===== config.mk =====
export PLATFORM = sky130hd
export DESIGN_NAME = bmsf_queue
export DESIGN_NICKNAME = d
export VERILOG_FILES = /design/src/hw/rtl/binary_median_speck_filter_unit_macros.svh /design/src/hw/rtl/bmsf_pkg.sv /design/src/hw/rtl/bmsf_queue.sv
export SDC_FILE = /design/constraint.sdc
export NUM_CORES = 1
export LEC_CHECK = 0
export BUFFER_PORTS_ARGS = -buffer_cell sky130_fd_sc_hd__buf_2
export CAP_MARGIN = 20
export CORE_AREA = 2 2 95 97
export DETAILED_ROUTE_END_ITERATION = 7
export DIE_AREA = 0 0 97 99
export GPL_TIMING_DRIVEN = 0
export PLACE_DENSITY = 0.76
export SETUP_SLACK_MARGIN = 0.05
export SLEW_MARGIN = 30
export SYNTH_ARGS = -nofsm -noshare
export SYNTH_HDL_FRONTEND = slang
export SYNTH_SLANG_ARGS = --single-unit

===== constraint.sdc =====
create_clock -name clock -period 2.2 [get_ports clock]
set_clock_uncertainty 0.15 [all_clocks]
set_input_delay 0.44 -clock clock [delete_from_list [all_inputs] [get_ports clock]]
set_output_delay 0.44 -clock clock [all_outputs]
set_load 0.05 [all_outputs]

===== src/hw/rtl/binary_median_speck_filter_unit_macros.svh =====
// Assertion helpers for the speck filter.
`ifndef BINARY_MEDIAN_SPECK_FILTER_UNIT_MACROS_SVH
`define BINARY_MEDIAN_SPECK_FILTER_UNIT_MACROS_SVH

// Implication checked on every clock, off during reset.
`define BMSF_ASSERT_IMP(label, ante, cons, msg) \
   label: assert property (@(posedge clock) disable iff (reset) (ante) |-> (cons)) \
      else $error(msg);

// Next-cycle implication checked on every clock, off during reset.
`define BMSF_ASSERT_NXT(label, ante, cons, msg) \
   label: assert property (@(posedge clock) disable iff (reset) (ante) |=> (cons)) \
      else $error(msg);

`endif


===== src/hw/rtl/bmsf_pkg.sv =====
package bmsf_pkg;

   localparam int unsigned NG_RESET     = 75;
   localparam int unsigned MEDIAN_MIN   = 5;
   localparam logic [7:0]  FLAG_SET     = 8'd1;
   localparam int unsigned OP_STREAM_W  = 9;
   localparam int unsigned OP_GATE_W    = 10;
   localparam int unsigned NG_W         = 11;

   typedef enum logic {
      CMD_DATA  = 1'b0,
      CMD_FLUSH = 1'b1
   } command_type;

   typedef struct packed {
      logic       command;
      logic [4:0] beam;
      logic [1:0] channel;
      logic [7:0] quality_flag;
   } req_type;

   typedef struct packed {
      logic [4:0] out_beam;
      logic [1:0] out_channel;
      logic [7:0] out_gate;
      logic       filtered_flag;
      logic       removed;
      logic       last_of_record;
   } rsp_type;

   // classified gate handed from front to back
   typedef struct packed {
      logic                   flush;
      logic                   raw_set;
      logic                   last;
      logic [OP_STREAM_W-1:0] stream;
      logic [4:0]             beam;
      logic [1:0]             channel;
      logic [OP_GATE_W-1:0]   gate;
   } op_type;

   typedef struct packed {
      logic [4:0] out_level;
   } back_status_type;

   function automatic logic [1:0] ones3(input logic [2:0] c);
      ones3 = {1'b0, c[0]} + {1'b0, c[1]} + {1'b0, c[2]};
   endfunction

   function automatic rsp_type make_rsp(input logic [4:0] beam, input logic [1:0] channel,
                                        input logic [7:0] gate, input logic [2:0] left,
                                        input logic [2:0] mid, input logic [2:0] right,
                                        input logic last);
      logic [3:0] sum;
      logic       keep;
      sum  = {2'b00, ones3(left)} + {2'b00, ones3(mid)} + {2'b00, ones3(right)};
      keep = (sum >= 4'(MEDIAN_MIN));
      make_rsp.out_beam       = beam;
      make_rsp.out_channel    = channel;
      make_rsp.out_gate       = gate;
      make_rsp.filtered_flag  = mid[1] & keep;
      make_rsp.removed        = mid[1] & ~keep;
      make_rsp.last_of_record = last;
   endfunction

endpackage


===== src/hw/rtl/bmsf_queue.sv =====
module bmsf_queue
   import bmsf_pkg::*;
#(
   parameter int unsigned DEPTH = 4
) (
   input  logic   clock,
   input  logic   reset,
   input  logic   push,
   input  op_type push_data,
   input  logic   pop,
   output logic   not_empty,
   output logic   not_full,
   output op_type head,
   output logic [$clog2(DEPTH+1)-1:0] level
);
   localparam int unsigned PW = (DEPTH > 1) ? $clog2(DEPTH) : 1;
   localparam int unsigned LW = $clog2(DEPTH+1);

   op_type        mem [DEPTH];
   logic [PW-1:0] wp_ff, rp_ff;
   logic [LW-1:0] level_ff;

   assign not_empty = (level_ff != '0);
   assign not_full  = (level_ff != LW'(DEPTH));
   assign head      = mem[rp_ff];
   assign level     = level_ff;

   always_ff @(posedge clock) begin
      if (push) mem[wp_ff] <= push_data;
   end

   always_ff @(posedge clock) begin
      if (reset) begin
         wp_ff    <= '0;
         rp_ff    <= '0;
         level_ff <= '0;
      end else begin
         if (push) wp_ff <= (wp_ff == PW'(DEPTH-1)) ? '0 : PW'(wp_ff + PW'(1));
         if (pop)  rp_ff <= (rp_ff == PW'(DEPTH-1)) ? '0 : PW'(rp_ff + PW'(1));
         level_ff <= LW'(level_ff + LW'(push) - LW'(pop));
      end
   end
endmodule


==> summary.txt <==
Outcome
  – Status: finished with violations
  – Failing checks: negative setup slack

Routing
  – Routed vias/inst: 5.36
  – Routed WL per cell: between 15 and 20 um
  – Post-Route WL: roughly 8.6 mm
  – Drt pass-1 iters: 4
  – Post-DRT Antenna Nets: 0
  – Routed via count: roughly 2400
  – Drt initial violations: 116
  – Remaining DRCs: 0

Worst setup path
  – CP Capture Type: primary output
  – Reg-to-reg startpoint: level[0]
  – R2r endpoint: level[2]
  – Worst setup path class: reg2out
  – Critical path's largest stage delay: 0.53 ns
  – Worst Path Arrival: 1.84 ns
  – Worst EP required: approximately 1.6 ns
  – CP Launch Type: flop
  – Ordered cell list for the critical path: buf_8 -> buf_4 -> mux4_2 -> buf_6
  – R2R setup slack: 0.45 ns
  – End of the critical path: head[27]
  – CP max-delay cell: mux4_2
  – R2R cell count: 7
  – Worst-path fanout max: 7

Synthesis
  – Post-synth ARST share: 0
  – Synth Instances: 194
  – Area contributors post-synth: edfxtp_1, mux4_2, dfxtp_1
  – Synth top area share: 0.750
  – Syn_nets: between 200 and 250
  – Synthesis warning total: 0
  – Most used DFF post-synth: edfxtp_1
  – Register bit total from synthesis: between 100 and 150
  – Leading area contributor after synthesis: edfxtp_1
  – Synthesized area per cell: between 20 and 25 um^2
  – Number of synthesized flops with an enable pin: ~120
  – Commonest cells post-synth: edfxtp_1, mux4_2, dfxtp_1
  – Sequential fraction of the synthesis area: 0.788
  – Yosys cell types: 22
  – Synthesized area: around 4600 um^2
  – Most common cell in the synthesized netlist: edfxtp_1

Power
  – Switching pwr: 1600 uW
  – Clock power share: 0.427
  – Sw Ratio: 0.245
  – Pint: about 5000 uW
  – Sequential cell fraction of total power: 0.422
  – Combinational Power Share: 0.151
  – PD cells: between 1000 and 1500 nW/um^2
  – Pleak: ~0.0023 uW
  – Worst IR Drop VDD: ~0.73 mV

STA
  – Max-slew violations: 0
  – Final hold slack: around 0.037 ns
  – Slew margin rel.: 0.663
  – Setup TNS: -5.79 ns
  – Tmin final: around 2.4 ns
  – Final setup fails: 29
  – Crit share post-route: 1.11
  – Max Freq: between 0.4 and 0.5 GHz
  – RSZ-0062 raised after global routing: yes
  – Worst slew pin tran: about 0.5 ns
  – Final hold vios: 0
  – Worst Slack Setup Final: -0.232 ns

Floorplan
  – Die Span X: just under 100 um
  – Die Height: slightly below 100 um
  – Core Region: ~8600 um^2
  – I/O pin count: 67
  – DIE AREA: slightly below 10000 um^2
  – Initial Utilization: 0.543
  – Row Count: 34

Clock network
  – Worst-path clk slew: 0.06 ns
  – H-tree depth: 4
  – Clk buf depth: 2
  – Root Buffer: clkbuf_8
  – Num CTS Buffers: 17
  – CTS tree: yes
  – Clock sink count: 125
  – Clock latency on the worst-skew pair: approximately 0.52 ns

Job
  – Max cap viols: 0

Global route
  – Vias in the first global route: approximately 2500
  – Total track usage: 0.192
  – Maximum number of pins on one net before global-route repair: 25
  – Gr ovfl total: 0
  – First-pass GRT wire length: 13.3 mm
  – Initial antenna violation count: 0

Place
  – Placed Instance Area: roughly 5200 um^2
  – Post-Place Cells: 372
  – HPWL Detailed: ~4.5 mm
  – Routability Congestion: ~0.69
  – Port bufs: 66

Worst hold path
  – Worst hold path class: in2reg

Cells and area
  – Final core utilization: 0.739
  – Layout Nets: between 300 and 400
  – Layout Area Growth over Synthesis: 35.9%
  – Fin cells: between 400 and 500
  – Layout cell share with drive strength beyond 1: 0.441
  – Number of diodes: 0
  – Finished Cell Area: between 6000 and 7000 um^2
layout by cell type (no fill, tap or decap), types with 3 or more instances in the layout:
| cell type | synthesis | final |
|---|---|---|
| buf_12 | 1 | 5 |
| buf_2 | 2 | 41 |
| and2_2 | 0 | 4 |
| inv_1 | 6 | 6 |
| clkbuf_16 | 0 | 17 |
| buf_8 | 0 | 3 |
| bufinv_16 | 0 | 4 |
| dlygate4sd3_1 | 0 | 29 |
| buf_6 | 1 | 18 |
| edfxtp_1 | 116 | 116 |
| ha_1 | 7 | 7 |
| buf_4 | 1 | 12 |
| mux4_2 | 28 | 29 |
| clkinvlp_4 | 0 | 4 |
| nor2_1 | 3 | 3 |
| clkinv_2 | 0 | 3 |
| dfxtp_1 | 9 | 8 |
power groups by stage:
stage	clock (uW)	sequential (uW)	combinational, uW
finish	2790	2750	987
global route	2920	2770	1040
CTS	2820	2760	979
detailed placement	0	2800	843
global placement	0	2800	811
floorplan	0	2850	576
sequential cells by signal, indices dropped and copies added, names as in the netlist, named ones only:
name	count
mem	116
level	3
rp_ff	2
wp_ff	2
worst max-delay path, delay by kind of cell (launching register included):
| kind | cells | cell delay, ns |
|---|---|---|
| buf+inv | 3 | 0.46 |
| flops | 1 | 0.35 |
| mux | 1 | 0.53 |
through the flow:
stage | power, uW | setup slack, ns
6_report | 6530 | -0.232
5_1_grt | 6730 | -0.297
4_1_cts | 6550 | -0.280
3_5_place_dp | 3640 | 0.108
3_3_place_gp | 3610 | -0.167
2_1_floorplan | 3420 | 0.133
metal layers:
layer	part of all wire	global-route usage	wire length, um	up-vias
met2	0.55	0.326	4680	70
met3	0.044	0.0603	380	14
met4	0.014	0.0899	123	0
li1	-	-	-	1054
met1	0.40	0.227	3390	1215
met5	0	0	0	-
worst min path at each step:
stage	startpoint	endpoint	slack, ns	cells after the start
floorplan	rp_ff[0]	flop	0.32	2
global placement	rp_ff[0]	rp_ff[0]	0.34	2
detailed placement	rp_ff[0]	flop	0.37	2
CTS	reset	wp_ff[0]	0.02	2
global route	reset	wp_ff[1]	0.05	2
finish	reset	level[2]	0.04	2
logic make-up (layout without fill, tap and decap cells):
group	Yosys count	in the layout	synth area share
fa+ha+maj	8	8	0.0232
simple gates	15	15	0.0194
compound gates	2	2	0.00215
xor+xnor	1	1	0.00512
flops	125	125	0.788
mux	31	31	0.146
buf+inv	12	149	0.0162
layout make-up:
class / count / area [um^2]
well taps: 108 / 135
fillers: 489 / 2230
clock buffers: 19 / 422
clock inverters: 13 / 173
flip-flops and latches: 125 / 3660
inverters: 6 / 22.5
plain buffers: 6 / 66.3
multi-input cells: 57 / 910
repair buffers: 105 / 925
repair_timing:
item / CTS / global route
gates resized for setup: 51 / 2
hold endpoints to repair: 116 / 0
hold buffers: 29 / 0
setup buffers: 3 / 2
setup endpoints to repair: 29 / 29
gates cloned: 0 / 1
No activity file was read; power rests on OpenSTA's default activity.
