### config.mk
export PLATFORM = sky130hd
export DESIGN_NAME = bmsf_front
export DESIGN_NICKNAME = d
export VERILOG_FILES = /design/src/hw/rtl/binary_median_speck_filter_unit_macros.svh /design/src/hw/rtl/bmsf_pkg.sv /design/src/hw/rtl/bmsf_front.sv
export SDC_FILE = /design/constraint.sdc
export NUM_CORES = 1
export LEC_CHECK = 0
export BUFFER_PORTS_ARGS = -buffer_cell sky130_fd_sc_hd__buf_2
export CORE_UTILIZATION = 54
export CTS_CLUSTER_SIZE = 24
export DETAILED_ROUTE_END_ITERATION = 7
export GPL_ROUTABILITY_DRIVEN = 0
export HOLD_SLACK_MARGIN = 0.15
export PLACE_DENSITY = 0.86
export SLEW_MARGIN = 20
export SYNTH_ARGS = -nofsm -noshare
export SYNTH_HDL_FRONTEND = slang
export SYNTH_SLANG_ARGS = --single-unit
### constraint.sdc
create_clock -name clock -period 5.3 [get_ports clock]
set_input_delay 0.53 -clock clock [delete_from_list [all_inputs] [get_ports clock]]
set_output_delay 0.53 -clock clock [all_outputs]
set_load 0.01 [all_outputs]
### src/hw/rtl/binary_median_speck_filter_unit_macros.svh
// Assertion helpers for the speck filter.
`ifndef BINARY_MEDIAN_SPECK_FILTER_UNIT_MACROS_SVH
`define BINARY_MEDIAN_SPECK_FILTER_UNIT_MACROS_SVH

// Implication checked on every clock, off during reset.
`define BMSF_ASSERT_IMP(label, ante, cons, msg) \
   label: assert property (@(posedge clock) disable iff (reset) (ante) |-> (cons)) \
      else $error(msg);

// Next-cycle implication checked on every clock, off during reset.
`define BMSF_ASSERT_NXT(label, ante, cons, msg) \
   label: assert property (@(posedge clock) disable iff (reset) (ante) |=> (cons)) \
      else $error(msg);

`endif

### src/hw/rtl/bmsf_pkg.sv
package bmsf_pkg;

   localparam int unsigned NG_RESET     = 75;
   localparam int unsigned MEDIAN_MIN   = 5;
   localparam logic [7:0]  FLAG_SET     = 8'd1;
   localparam int unsigned OP_STREAM_W  = 9;
   localparam int unsigned OP_GATE_W    = 10;
   localparam int unsigned NG_W         = 11;

   typedef enum logic {
      CMD_DATA  = 1'b0,
      CMD_FLUSH = 1'b1
   } command_type;

   typedef struct packed {
      logic       command;
      logic [4:0] beam;
      logic [1:0] channel;
      logic [7:0] quality_flag;
   } req_type;

   typedef struct packed {
      logic [4:0] out_beam;
      logic [1:0] out_channel;
      logic [7:0] out_gate;
      logic       filtered_flag;
      logic       removed;
      logic       last_of_record;
   } rsp_type;

   // classified gate handed from front to back
   typedef struct packed {
      logic                   flush;
      logic                   raw_set;
      logic                   last;
      logic [OP_STREAM_W-1:0] stream;
      logic [4:0]             beam;
      logic [1:0]             channel;
      logic [OP_GATE_W-1:0]   gate;
   } op_type;

   typedef struct packed {
      logic [4:0] out_level;
   } back_status_type;

   function automatic logic [1:0] ones3(input logic [2:0] c);
      ones3 = {1'b0, c[0]} + {1'b0, c[1]} + {1'b0, c[2]};
   endfunction

   function automatic rsp_type make_rsp(input logic [4:0] beam, input logic [1:0] channel,
                                        input logic [7:0] gate, input logic [2:0] left,
                                        input logic [2:0] mid, input logic [2:0] right,
                                        input logic last);
      logic [3:0] sum;
      logic       keep;
      sum  = {2'b00, ones3(left)} + {2'b00, ones3(mid)} + {2'b00, ones3(right)};
      keep = (sum >= 4'(MEDIAN_MIN));
      make_rsp.out_beam       = beam;
      make_rsp.out_channel    = channel;
      make_rsp.out_gate       = gate;
      make_rsp.filtered_flag  = mid[1] & keep;
      make_rsp.removed        = mid[1] & ~keep;
      make_rsp.last_of_record = last;
   endfunction

endpackage

### src/hw/rtl/bmsf_front.sv
module bmsf_front
   import bmsf_pkg::*;
#(
   parameter int unsigned MAX_BEAMS    = 32,
   parameter int unsigned MAX_CHANNELS = 4,
   parameter int unsigned MAX_GATES    = 256
) (
   input  logic    clock,
   input  logic    reset,
   input  logic    csr_valid,
   input  logic [8:0] csr_wdata,
   input  logic    accept,
   input  req_type req_data,
   output op_type  op
);
   localparam int unsigned GATE_W = $clog2(MAX_GATES);

   logic [8:0]         num_gates_ff;
   logic [GATE_W-1:0]  gate_ff, gate_in;
   logic [OP_STREAM_W-1:0] stream_ff, stream_in;
   logic [4:0]         beam_ff, beam_in;
   logic [1:0]         chan_ff, chan_in;
   logic [4:0]         beam_mod [32];
   logic [1:0]         chan_mod [4];
   logic [NG_W-1:0]    ng_raw, ng;
   logic [GATE_W-1:0]  g;
   logic               last;

   for (genvar i = 0; i < 32; i++) begin : g_bm
      assign beam_mod[i] = 5'(i % MAX_BEAMS);
   end
   for (genvar i = 0; i < 4; i++) begin : g_cm
      assign chan_mod[i] = 2'(i % MAX_CHANNELS);
   end

   always_comb begin
      ng_raw = (num_gates_ff == 9'd0) ? NG_W'(1) : NG_W'(num_gates_ff);
      ng     = (ng_raw > NG_W'(MAX_GATES)) ? NG_W'(MAX_GATES) : ng_raw;
      g      = (NG_W'(gate_ff) >= ng) ? GATE_W'(ng - NG_W'(1)) : gate_ff;
      last   = (NG_W'(g) == ng - NG_W'(1));
      gate_in = last ? '0 : GATE_W'(g + GATE_W'(1));
      if (g == '0) begin
         beam_in   = beam_mod[req_data.beam];
         chan_in   = chan_mod[req_data.channel];
         stream_in = OP_STREAM_W'(OP_STREAM_W'(beam_in) * OP_STREAM_W'(MAX_CHANNELS))
                     + OP_STREAM_W'(chan_in);
      end else begin
         beam_in   = beam_ff;
         chan_in   = chan_ff;
         stream_in = stream_ff;
      end
      op.flush   = (req_data.command == CMD_FLUSH);
      op.raw_set = (req_data.quality_flag == FLAG_SET);
      op.last    = last;
      op.stream  = stream_in;
      op.beam    = beam_in;
      op.channel = chan_in;
      op.gate    = OP_GATE_W'(g);
   end

   always_ff @(posedge clock) begin
      if (reset) begin
         num_gates_ff <= 9'(NG_RESET);
         gate_ff      <= '0;
         stream_ff    <= '0;
         beam_ff      <= '0;
         chan_ff      <= '0;
      end else begin
         if (csr_valid) num_gates_ff <= csr_wdata;
         if (accept) begin
            gate_ff   <= gate_in;
            stream_ff <= stream_in;
            beam_ff   <= beam_in;
            chan_ff   <= chan_in;
         end
      end
   end
endmodule

==> results_dict.tcl, run 1 <==
set metrics [dict create \
    track_usage 0.263 \
    place_hpwl_mm 4.36 \
    critical_path.max_stage_delay_ns 0.61 \
    synth_compound_area_frac 0.233 \
    cts_buffer_depth 2 \
    area_growth_pct 13.2 \
    die_h_um 69.6 \
    netlist.area_leader.share 0.268 \
    cp_slowest_cell "nor4_1" \
    synth_top_family_by_area "compound AO/OA/AOI/OAI gates" \
    crit_chain "nor4_1 > a22o_1 > inv_1 > ha_1 > nand2_1 > o21ai_0 > or4b_1 > o211ai_2 > o211ai_4 > nor2_4 > mux2_2 > buf_2" \
    final_common_cell "buf_2" \
    synthFlopType "dfxtp_1" \
    portBuffers 53 \
    vias 2405 \
    fillers 362 \
    h-tree-depth 2 \
    synth_area_leader_cell "dfxtp_1" \
    synth_xor_area_frac 0.0462 \
    yosysSeqAreaShare 0.268 \
    grt_pass1_wl_mm 10.4 \
    synthCells 287 \
    post-route-drc-count 0 \
    cts_made_buffers 5 \
    nets 369 \
    status "finished clean" \
    critPathCaptureType "output port" \
    period_needed_ns 4.90 \
    ys_types 67 \
    hold_viol 0 \
    grt_antenna_before_repair 0 \
    synth_area_um2 2470 \
    slew_violations 0 \
    slew-limit-headroom 0.467 \
    setup-tns-final_ns 0 \
    worstPathRequired_ns 4.77 \
    synth_edf_count 0 \
    finalClockSkew_ns 0.0133 \
    yosys.area_share.simple 0.206 \
    fin_ws_ns 0.403 \
    drv_cap 0 \
    first_pass_iters 7 \
    viasPerCell 6.30 \
    crit_arrival_ns 4.37 \
    start_util 0.562 \
    path_clk_slew_ns 0.09 \
    fp-row-count 24 \
    root_buffer "clkbuf_8" \
    diodes 0 \
    worstHoldPathCells 2 \
    rsz0062_at_grt "no" \
    core_area_um2 4380 \
    drive_gt1_frac 0.291 \
    muxShareOfSynthArea 0.122 \
    cts_tree "done" \
    ir_drop_v 0.000205 \
    cp-start-kind "flip-flop" \
    grt-ovfl-total 0 \
    dieArea_um2 4840 \
    die_x_um 69.6 \
    worst-path-max-fanout 16 \
    grt_max_degree 30 \
    async_flop_share 0 \
    synthAdderAreaFrac 0.0558 \
    fin_crit_sh 0.924 \
    clock-sinks 33 \
    hold_path_class "primary input to flip-flop" \
    ant_nets 0 \
    finalPower_mw 0.900 \
    reg2reg_depth 14 \
    tightest_slew_ns 0.794 \
    wire_per_inst_um 16.1 \
    final_cell_mix "53 x buf_2, 33 x dfxtp_1, 24 x a21oi_1, 23 x o21ai_0, 20 x nor2_1" \
    ios 58 \
    final-setup-viol-count 0 \
    grt_pass1_vias 2208 \
    worst_hold_slack_ns 0.431 \
    wl_mm 6.15 \
    synth_area_leaders "dfxtp_1 27%, ha_1 5.6%, a21oi_1 4.9%, o21ai_0 4.9%, mux2_4 4.9%" \
    max_freq_mhz 204 \
    drt_iter0_drc 251 \
    leakage_nw 1.20 \
    synth_seq_cells 33 \
    syn_avg_cell_area_um2 8.59 \
    clock_latency_ns 0.30 \
    power_density_nw_per_um2 322 \
    ys_warn_count 0 \
    pre_cts_ws_ns 0.687 \
    path_class "flip-flop to output port" \
]
Yosys cell counts, types with 2 or more instances:
cell type,n
a211o_1,4
a211oi_1,7
a21o_1,2
a21oi_1,24
a31oi_1,2
a32o_1,2
buf_1,3
buf_4,5
buf_6,3
clkbuf_1,5
dfxtp_1,33
ha_1,11
inv_1,10
mux2_2,8
mux2_4,8
mux2i_1,9
nand2_1,11
nand2b_1,3
nand3_1,9
nand3b_1,2
nand4_1,3
nor2_1,21
nor2b_1,5
nor3_1,4
nor3b_1,3
nor4_1,6
o211ai_1,2
o21a_1,2
o21ai_0,24
o21ai_2,2
o22ai_1,3
o31ai_1,2
or2_2,2
or2b_2,3
xnor2_1,9
xor2_1,4
kinds of logic (layout without fill, tap and decap cells):
kind of cell,count (synthesis),in the layout
buf+inv,30,72
mux,25,25
flops,33,33
compound gates,87,87
xor+xnor,13,13
fa+ha+maj,11,11
other cells,1,2
simple gates,87,87
critical path, delay by kind of cell (launching register included):
family                     cells  cell delay, ns
and+or+nand+nor                4            1.81
AOI/OAI and AO/OA              4            0.93
adders and majority gates      1            0.32
muxes                          1            0.40
buffers and inverters          2            0.20
DFF                            1            0.39
flip-flops by register name, summed over array words and instances (netlist names):
| name | count |
|---|---|
| beam_ff | 5 |
| chan_ff | 2 |
| gate_ff | 8 |
| num_gates_ff | 9 |
| stream_ff | 9 |
final cells by class:
class / instances / area (um2) / area share
Timing Repair Buffer: 53 / 265 / 0.0950
Sequential cell: 33 / 661 / 0.237
Tap cell: 52 / 65.1 / 0.0233
Inverter: 11 / 41.3 / 0.0148
Clock buffer: 5 / 68.8 / 0.0246
Clock inverter: 3 / 46.3 / 0.0166
Multi-Input combinational cell: 225 / 1650 / 0.589
worst paths after layout:
kind | start | slack (ns) | to
min | csr_wdata[6] | 0.43 | num_gates_ff[6]$_SDFFE_PP1P_
max | num_gates_ff[4]$_SDFFE_PP0P_ | 0.40 | op[22]
max reg2reg | num_gates_ff[4]$_SDFFE_PP0P_ | 1.27 | chan_ff[0]$_SDFFE_PP0P_
min reg2reg | stream_ff[7]$_SDFFE_PP0P_ | 0.45 | stream_ff[7]$_SDFFE_PP0P_
timing repair:
action | CTS | global route
setup buffers | 0 | 0
setup endpoints to repair | 0 | 5
hold buffers | 0 | 0
resized for setup | 0 | 1
where the power goes:
| group | switching, mW | internal, mW | leakage (nW) |
|---|---|---|---|
| combinational | 0.193 | 0.162 | 0.872 |
| sequential | 0.0244 | 0.271 | 0.270 |
| clock | 0.108 | 0.141 | 0.0543 |
per-stage QoR:
stage	instances	instance area (um2)	utilization
2_1_floorplan	288	2470	-
3_3_place_gp	374	2680	0.610
4_1_cts	382	2790	0.636
6_report	382	2790	0.637
3_5_place_dp	374	2680	0.610
5_1_grt	382	2790	0.637
routing by layer:
metal,wire length (um),part of all wire,vias up,track usage
li1,-,-,1136,-
met4,184,0.030,0,0.102
met3,419,0.068,22,0.0538
met1,2740,0.45,1138,0.358
met5,0,0,-,0
met2,2800,0.46,109,0.410
(Power assumes the default switching activity.)
==> run 2, diff against run 1 <==
--- a/config.mk
+++ b/config.mk
@@ -6,6 +6,7 @@
 export NUM_CORES = 1
 export LEC_CHECK = 0
 export BUFFER_PORTS_ARGS = -buffer_cell sky130_fd_sc_hd__buf_2
+export CAP_MARGIN = 20
 export CORE_UTILIZATION = 54
 export CTS_CLUSTER_SIZE = 24
 export DETAILED_ROUTE_END_ITERATION = 7
==> constraint.sdc (replaced) <==
create_clock -name clock -period 4.92 [get_ports clock]
set_input_delay 0.492 -clock clock [delete_from_list [all_inputs] [get_ports clock]]
set_output_delay 0.492 -clock clock [all_outputs]
set_load 0.01 [all_outputs]
==> run 2 against run 1 <==
  * Clock power rose by 7%
  * Sequential power rose by 8.1%
  * Critical path depth rose by 1
  * Register-to-register slack got worse by 0.24 ns
  * Non-clock buffer count rose by 2
  * Total power rose by 9.6%
  * Via count fell by 2.5%
  * First-iteration DRC count fell by 9.6%
  * Setup slack improved by 0.031 ns
==> results_dict.tcl, run 2 (synthesis results as in run 1) <==
set metrics [dict create \
    cp-start-kind "flip-flop" \
    grtUsageMet2 0.403 \
    worstHoldPathCells 2 \
    die_h_um 69.6 \
    setup-tns-final_ns 0 \
    ant_nets 0 \
    wire_per_inst_um 15.8 \
    diodes 0 \
    final-setup-viol-count 0 \
    regArea_um2 662 \
    path_class "flip-flop to output port" \
    area_growth_pct 14.6 \
    tightest_slew_ns 0.760 \
    use_met3 0.0538 \
    fin_crit_sh 0.912 \
    fin_ws_ns 0.434 \
    dieArea_um2 4840 \
    cts_made_buffers 5 \
    vias 2346 \
    crit_arrival_ns 3.99 \
    start_util 0.562 \
    max_freq_mhz 223 \
    fp-row-count 24 \
    cp_slowest_cell "or4b_1" \
    h-tree-depth 2 \
    drive_gt1_frac 0.301 \
    grt_max_degree 30 \
    clock_latency_ns 0.30 \
    clock-sinks 33 \
    nets 371 \
    critical_path.max_stage_delay_ns 0.55 \
    grt-ovfl-total 0 \
    grt_pass1_wl_mm 10.0 \
    cp_num_buf_inv 3 \
    largestRegisters "num_gates_ff: 9 flops, stream_ff: 9 flops, gate_ff: 8 flops" \
    finalClockSkew_ns 0.0138 \
    viasPerCell 6.11 \
    period_needed_ns 4.49 \
    grt_busiest_layer "met2" \
    power_density_nw_per_um2 349 \
    ios 58 \
    dp.cells 375 \
    core_area_um2 4380 \
    finalPower_mw 0.986 \
    pre_cts_ws_ns 0.351 \
    worst_hold_slack_ns 0.399 \
    use_met1 0.349 \
    hold_viol 0 \
    drt_iter0_drc 227 \
    worst-path-max-fanout 16 \
    drv_cap 0 \
    first_pass_iters 5 \
    post-route-drc-count 0 \
    multi_input_area_um2 1650 \
    worstSetupPathDepth 13 \
    grt_pass1_vias 2152 \
    status "finished clean" \
    ir_drop_v 0.000258 \
    final_cell_mix "53 x buf_2, 32 x dfxtp_1, 24 x a21oi_1, 23 x o21ai_0, 20 x nor2_1" \
    place_hpwl_mm 4.33 \
    crit_chain "nor4_1 > a22o_1 > inv_1 > ha_1 > nand2_1 > o21ai_0 > or4b_1 > o211ai_2 > o211ai_4 > nor2_4 > buf_12 > mux2_2 > buf_2" \
    worstPathRequired_ns 4.43 \
    cts_buffer_depth 2 \
    slew_violations 0 \
    wl_mm 6.07 \
    hold_path_class "primary input to flip-flop" \
    final_common_cell "buf_2" \
    critPathCaptureType "output port" \
    fin_cells 384 \
    path_clk_slew_ns 0.09 \
    fillers 355 \
    slew-limit-headroom 0.490 \
    reg2reg_depth 14 \
    die_x_um 69.6 \
    root_buffer "clkbuf_8" \
    leakage_nw 1.21 \
    cts_tree "done" \
    cp_top_family "simple AND/OR/NAND/NOR gates" \
    track_usage 0.258 \
    rsz0062_at_grt "no" \
    portBuffers 53 \
    grt_antenna_before_repair 0 \
]
[run 2: where the power goes]
group / total (mW) / internal, mW / switching [mW]
registers: 0.319 / 0.292 / 0.0265
logic: 0.402 / 0.191 / 0.211
clock network: 0.266 / 0.152 / 0.114
total: 0.986 / 0.635 / 0.351
[run 2: worst reg2reg max path, cell delays in order, from the launching register on]
cell and delay, ns:
dfxtp_2 0.40, nor4_1 0.44, a22o_1 0.26, ha_1 0.24
nand2b_1 0.14, a31oi_1 0.24, o21a_1 0.31, nor2_2 0.15
a21oi_1 0.31, inv_1 0.08, ha_1 0.19, and2_1 0.16
o21ai_1 0.41, o21ai_0 0.21, a21oi_1 0.25
[run 2: final timing paths]
| path | from | end | slack (ns) |
|---|---|---|---|
| setup / recovery | num_gates_ff[8]$_SDFFE_PP0P_ | op[22] | 0.43 |
| setup reg to reg | num_gates_ff[8]$_SDFFE_PP0P_ | beam_ff[3]$_SDFFE_PP0P_ | 1.03 |
| hold / removal | csr_wdata[6] | num_gates_ff[6]$_SDFFE_PP1P_ | 0.40 |
| hold reg to reg | stream_ff[7]$_SDFFE_PP0P_ | stream_ff[7]$_SDFFE_PP0P_ | 0.45 |
[run 2: layout make-up]
cell class / count / share of cell area
multi-input combinational: 225 / 0.582
sequential: 33 / 0.234
timing repair buffer: 55 / 0.104
clock buffer: 5 / 0.0244
tap: 52 / 0.0230
clock inverter: 3 / 0.0164
inverter: 11 / 0.0159
[run 2: per-layer routing]
metal,vias up,part of all wire
met2,98,0.46
li1,1146,-
met5,-,0
met3,16,0.068
met4,0,0.023
met1,1086,0.45
[run 2: repair_timing]
item / 4_1_cts / 5_1_grt
resized for setup: 0 / 3
endpoints found under the setup margin: 6 / 16
hold buffers: 0 / 0
endpoints found under the hold margin: 0 / 0
buffers inserted: 1 / 0
pin swaps: 1 / 0
[run 2: stage by stage]
step,util,cell area (um2)
after floorplan,-,2470
after global placement,0.612,2680
after detailed placement,0.612,2680
after CTS,0.643,2820
after global routing,0.644,2830
final,0.644,2830
